## config.mk

```make
export PLATFORM = sky130hd
export DESIGN_NAME = bthin_mark
export DESIGN_NICKNAME = d
export VERILOG_FILES = /design/src/hdl/bthin_pkg.sv /design/src/hdl/bthin_mark.sv
export SDC_FILE = /design/constraint.sdc
export NUM_CORES = 1
export LEC_CHECK = 0
export ABC_AREA = 1
export CAP_MARGIN = 20
export CORE_MARGIN = 2
export CORE_UTILIZATION = 50
export DETAILED_ROUTE_END_ITERATION = 7
export DONT_BUFFER_PORTS = 1
export RECOVER_POWER = 25
export SETUP_SLACK_MARGIN = 0.02
export SLEW_MARGIN = 30
export SYNTH_ARGS = -nofsm -noshare
export SYNTH_HDL_FRONTEND = slang
export SYNTH_SLANG_ARGS = --single-unit
export TNS_END_PERCENT = 10
```

## constraint.sdc

```tcl
create_clock -name vclk -period 6.06
set_input_delay 1.212 -clock vclk [all_inputs]
set_output_delay 1.212 -clock vclk [all_outputs]
set_load 0.01 [all_outputs]
```

## src/hdl/bthin_pkg.sv

```systemverilog
// Shared widths, register indexes and row window type for the thinning block.
`default_nettype none

package bthin_pkg;

  localparam int ROW_W      = 64;
  localparam int ROWNUM_W   = 6;
  localparam int ITER_W     = 12;
  localparam int WIDTH_W    = 7;
  localparam int CFG_ADDR_W = 1;
  localparam int CFG_DATA_W = 12;
  localparam int OUT_TDATA_W = 88;
  localparam int OUT_PAD_W  = OUT_TDATA_W - ROW_W - ROWNUM_W - ITER_W;

  localparam logic [ITER_W-1:0] ITER_MAX = {ITER_W{1'b1}};

  localparam logic [CFG_ADDR_W-1:0] CFG_IMAGE_WIDTH = 1'b0;
  localparam logic [CFG_ADDR_W-1:0] CFG_ITER_LIMIT  = 1'b1;

  // three consecutive rows as they stood before the current sub-pass
  typedef struct packed {
    logic [ROW_W-1:0] prv;
    logic [ROW_W-1:0] cur;
    logic [ROW_W-1:0] nxt;
  } row_win_t;

endpackage

`default_nettype wire

```

## src/hdl/bthin_mark.sv

```systemverilog
// Zhang-Suen deletion test across one row, all columns in parallel.
`default_nettype none

module bthin_mark (
  input  wire bthin_pkg::row_win_t          win,
  input  wire logic                         second,
  output logic      [bthin_pkg::ROW_W-1:0]  mark
);

  import bthin_pkg::*;

  // one zero column on each side: edge neighbors read as background
  logic [ROW_W+1:0] pp;
  logic [ROW_W+1:0] cp;
  logic [ROW_W+1:0] np;

  assign pp = {1'b0, win.prv, 1'b0};
  assign cp = {1'b0, win.cur, 1'b0};
  assign np = {1'b0, win.nxt, 1'b0};

  always_comb begin
    logic [7:0] n;
    logic [3:0] sum;
    logic [3:0] trans;
    logic       keep;
    mark = '0;
    for (int j = 0; j < ROW_W; j++) begin
      // P2 P3 P4 P5 P6 P7 P8 P9, clockwise from north
      n[0] = pp[j+1];
      n[1] = pp[j+2];
      n[2] = cp[j+2];
      n[3] = np[j+2];
      n[4] = np[j+1];
      n[5] = np[j];
      n[6] = cp[j];
      n[7] = pp[j];
      sum   = '0;
      trans = '0;
      for (int k = 0; k < 8; k++) begin
        sum = sum + 4'(n[k]);
        if (!n[k] && n[3'(k + 1)]) begin
          trans = trans + 4'd1;
        end
      end
      if (!second) begin
        keep = (n[0] & n[2] & n[4]) | (n[2] & n[4] & n[6]);
      end else begin
        keep = (n[0] & n[2] & n[6]) | (n[0] & n[4] & n[6]);
      end
      mark[j] = cp[j+1] && (sum >= 4'd2) && (sum <= 4'd6) && (trans == 4'd1) && !keep;
    end
  end

endmodule

`default_nettype wire

```

### Yosys cells after proc, flatten, opt, wreduce, memory -nomap -nowiden

Index checks and enable logic that the tools add are counted.
W data, S select, Z words.

| storage, ports and cells | value |
|---|---|
| register bits after elaboration | 0 |
| input port bits | 193 |
| output and inout port bits | 64 |
| logic and storage cells | 2,338 |

| cells by class | value |
|---|---|
| add/sub/neg operators | 631 |
| $lt $le $gt $ge | 128 |
| equal/unequal tests | 64 |
| mux-type cells | 317 |
| bitwise gates (word level) | 562 |
| reductions and logical operators | 636 |

Operators by type and width:

| cell | number |
|---|---|
| $add A4 B1 Y4 | 250 |
| $mux W4 | 190 |
| $add A4 B1 Y4 const B | 188 |
| $logic_and A1 B1 Y1 | 445 |
| $and A1 B1 Y1 | 438 |
| $add A3 B1 Y4 | 64 |
| $eq A4 B1 Y1 const B | 64 |
| $ge A4 B2 Y1 const B | 64 |
| $le A4 B3 Y1 const B | 64 |
| $add A2 B1 Y3 | 64 |
| $logic_not A1 Y1 | 191 |
| $add A1 B1 Y2 | 64 |
| $mux W1 | 127 |
| $or A1 B1 Y1 | 124 |
| $add A1 B1 Y2 const B | 1 |

### Depth between registers and ports, before layout

| logic depth | value |
|---|---|
| depth in word-level cells | 12 |
| mapped depth | 16 |
| depth with buffers taken out | 16 |

### Worst setup path before layout

No wires, ideal clock.

| timing path | value |
|---|---|
| kind | input-to-output |
| start | input win[65] in the netlist's numbering |
| end | output mark[2] in the netlist's numbering |
| data arrival time | 3,873 ps |
| data required time | 4,848 ps |
| setup slack | 975 ps |
| stages on the path | 13 |
| path buffers | 0 |
| cells stage by stage | inv_1 > fa_1 > fa_1 > fa_1 > inv_1 > ha_1 > inv_1 > fa_1 > nand3_1 > nand2_1 > nor2_1 > nand2_1 > nor2_1 |

| on the way | value |
|---|---|
| cells in the longest elaborated chain, start to end | 7 |
| elaborated cells between the ends (all ways) | 15 |
| classes of those cells | add/sub: 2; order compare: 2; mux: 1; bitwise: 5; reduce/logical: 5 |

Ends and longest elaborated chain:

| element | line | source |
|---|---|---|
| start: declaration | bthin_mark.sv:5 | `input wire bthin_pkg::row_win_t win,` |
| $add A4 B1 Y4 (2 in a row) | bthin_mark.sv:40 | `sum = sum + 4'(n[k]);` |
| $ge A4 B2 Y1 | bthin_mark.sv:50 | `mark[j] = cp[j+1] && (sum >= 4'd2) && (sum <= 4'd6) && (trans == 4'd1) && !keep;` |
| $logic_and A1 B1 Y1 (3 in a row) | bthin_mark.sv:50 |  |
| $logic_and A1 B1 Y1 * | bthin_mark.sv:50 |  |
| end: declaration | bthin_mark.sv:7 | `output logic [bthin_pkg::ROW_W-1:0] mark` |

Mark *: on every way between the ends. The rest lies on a longest branch, timed or not.

### Worst setup path in the final report

| timing path | value |
|---|---|
| start | input win[70] in the netlist's numbering |
| end | output mark[7] in the netlist's numbering |

Same word-level chain as after synthesis.

==> results.py <==
metrics = {
    "run_status": {
        "status": "finished, final reports clean",
    },
    "route": {
        "drc_errors": 0,
        "ant_nets": 0,
        "vias_per_cell": 4.72,
        "routed.top_layer": "met4",
        "dr_wl_met3_um": 2570,
        "wl_per_cell_um": 11.5,
        "num_vias": 19800,
        "met2_length_um": 23200,
        "wl_met1_um": 21600,
        "drt_iter0_markers": 817,
        "wirelength_um": 48100,
        "first_pass_iters": 5,
    },
    "floorplanning": {
        "dieArea_um2": 42800,
        "die_width_um": 207,
        "core_um2": 40700,
        "rows": 74,
        "die_y_um": 207,
        "ios": 257,
        "start_util_pct": 50.6,
    },
    "synth": {
        "synth_cell_types": 16,
        "yosysWarnings": 0,
        "synth_nets": 4366,
        "synth_top_family_by_area": "simple AND/OR/NAND/NOR gates",
        "synthSimpleGateAreaFrac_pct": 40.4,
        "ys_top_cells_by_area": "nand2_1 (26%), fa_1 (24%), inv_1 (19%)",
        "synth_xor_area_share_pct": 0,
        "synth_fa_ha_area_share_pct": 39.7,
        "synth_area_leader_cell": "nand2_1",
        "syn_inst": 3670,
        "ys_seq_area_share_pct": 0,
        "synth.mux.area_fraction_pct": 0,
        "syn_area_per_cell_um2": 5.61,
        "syn_area_um2": 20600,
        "netlist.area_leader.share_pct": 25.6,
        "synth_compound_area_share_pct": 0.0607,
    },
    "pwr": {
        "seqPwrFrac_pct": 0,
        "power.share.switching_pct": 59.9,
        "powerDensity_nw_per_um2": 145,
        "p_leak_nw": 14.5,
        "ir_drop_mv": 0.0750,
        "p_int_mw": 1.23,
        "clockPowerShare_pct": 0,
        "power.total_mw": 3.07,
        "power_frac_comb_pct": 100.0,
        "power_switching_mw": 1.84,
    },
    "sta": {
        "tns_ps": 0,
        "holdWs_ps": 2600,
        "hold_viol": 0,
        "clock.fmax_mhz": 184,
        "rsz0062_at_grt": "false",
        "min_period_ps": 5440,
        "setup_viol": 0,
        "slew_viol_final": 0,
        "fin_crit_sh_pct": 89.7,
    },
    "final_layout": {
        "design.seq.count": 0,
        "postLayoutCoreUtil_pct": 51.9,
        "final.clkbuf_count": 0,
        "diodes": 0,
        "finalNetCount": 4356,
        "area.sequential_um2": 0,
        "syn_to_final_growth_pct": 2.72,
        "final_cells": 4190,
        "drive_gt1_share_pct": 0.109,
    },
    "placed_design": {
        "dp.cells": 4190,
        "hpwl_um": 42500,
        "port_buffers": 0,
        "place_congestion": 0.851,
    },
    "min_path": {
        "hp-class": "in2out",
    },
    "grt": {
        "grt_max_degree": 125,
        "grt_pass1_wl_um": 83000,
        "antenna_found_initial": 0,
        "gr-usage-all-layers_pct": 22.7,
        "grt.overflow.total": 0,
        "grt_pass1_vias": 18900,
    },
    "worst_setup_path": {
        "required_ps": 4850,
        "cp-start-kind": "primary input",
        "crit_path_end_kind": "output pin",
        "cp_max_fo": 8,
        "worstSetupPathType": "in2out",
        "critPathArrivalTime_ps": 4220,
    },
    "flow_run": {
        "max_cap_viol_count": 0,
    },
    "cts": {
        "ctsResizeCount": 0,
        "cts_setup_buffers": 0,
        "holdBufCountCts": 0,
    },
}
[cells by family (layout without fill, tap and decap cells)]
group,Yosys count,after routing
compound gates,2,2
simple gates,2091,2091
fa+ha+maj,503,503
buf+inv,1073,1061
other cells,1,1
[through the flow]
stage                     cell area (µm²)  setup WS [ps]
final                               21200            624
after global placement              21200            688
after global routing                21200            425
after detailed placement            21200            623
after floorplan                     20600            975
after CTS                           21200            628
[power by group through the flow]
stage | clock network, mW | logic [mW] | registers (mW)
after CTS | 0 | 3.12 | 0
after global routing | 0 | 3.72 | 0
after global placement | 0 | 2.96 | 0
after floorplan | 0 | 2.51 | 0
final | 0 | 3.07 | 0
after detailed placement | 0 | 3.10 | 0
[layout make-up]
class / instances / area (µm²)
fill: 4334 / 19600
multi-input combinational: 2597 / 16500
tap: 532 / 666
inverter: 1058 / 3970
timing repair buffer: 3 / 22.5
[routing by layer]
layer  up-vias  GRT usage [%]
met5         -              0
met3        30           3.27
met2       235           41.7
met1      8926           28.7
met4         0           2.91
li1      10600              -
[critical path, cell delays in order]
cell and delay, ps:
inv_1 210, fa_1 490, fa_1 520, fa_1 410, inv_1 70, ha_1 150
inv_1 60, fa_1 380, inv_1 70, nand2_1 70, nand3_1 80, nand2_1 60
nor2_1 100, nand2_1 60, nor2_1 270
[cells in the mapped netlist]
library cell,number
fa_1,250
inv_1,1058
nor2_1,371
ha_1,253
nand3_1,254
nand2_1,1407
nand4_1,57
nand3b_1,1
or2_2,1
buf_8,1
o21ai_0,1
buf_6,6
buf_4,2
o21bai_1,1
conb_1,1
buf_2,6
[placed cells by master (no fill, tap or decap)]
| cell | count |
|---|---|
| buf_4 | 3 |
| conb_1 | 1 |
| fa_1 | 250 |
| ha_1 | 253 |
| inv_1 | 1058 |
| nand2_1 | 1407 |
| nand3_1 | 254 |
| nand3b_1 | 1 |
| nand4_1 | 57 |
| nor2_1 | 371 |
| o21ai_0 | 1 |
| o21bai_1 | 1 |
| or2_2 | 1 |
[path summary, 6_finish.rpt]
| check | from | endpoint | depth (start not counted) |
|---|---|---|---|
| worst max-delay path | win[70] | mark[7] | 15 |
| worst min-delay path | win[124] | mark[60] | 4 |
Note: power is estimated with default switching activity, not from simulation.
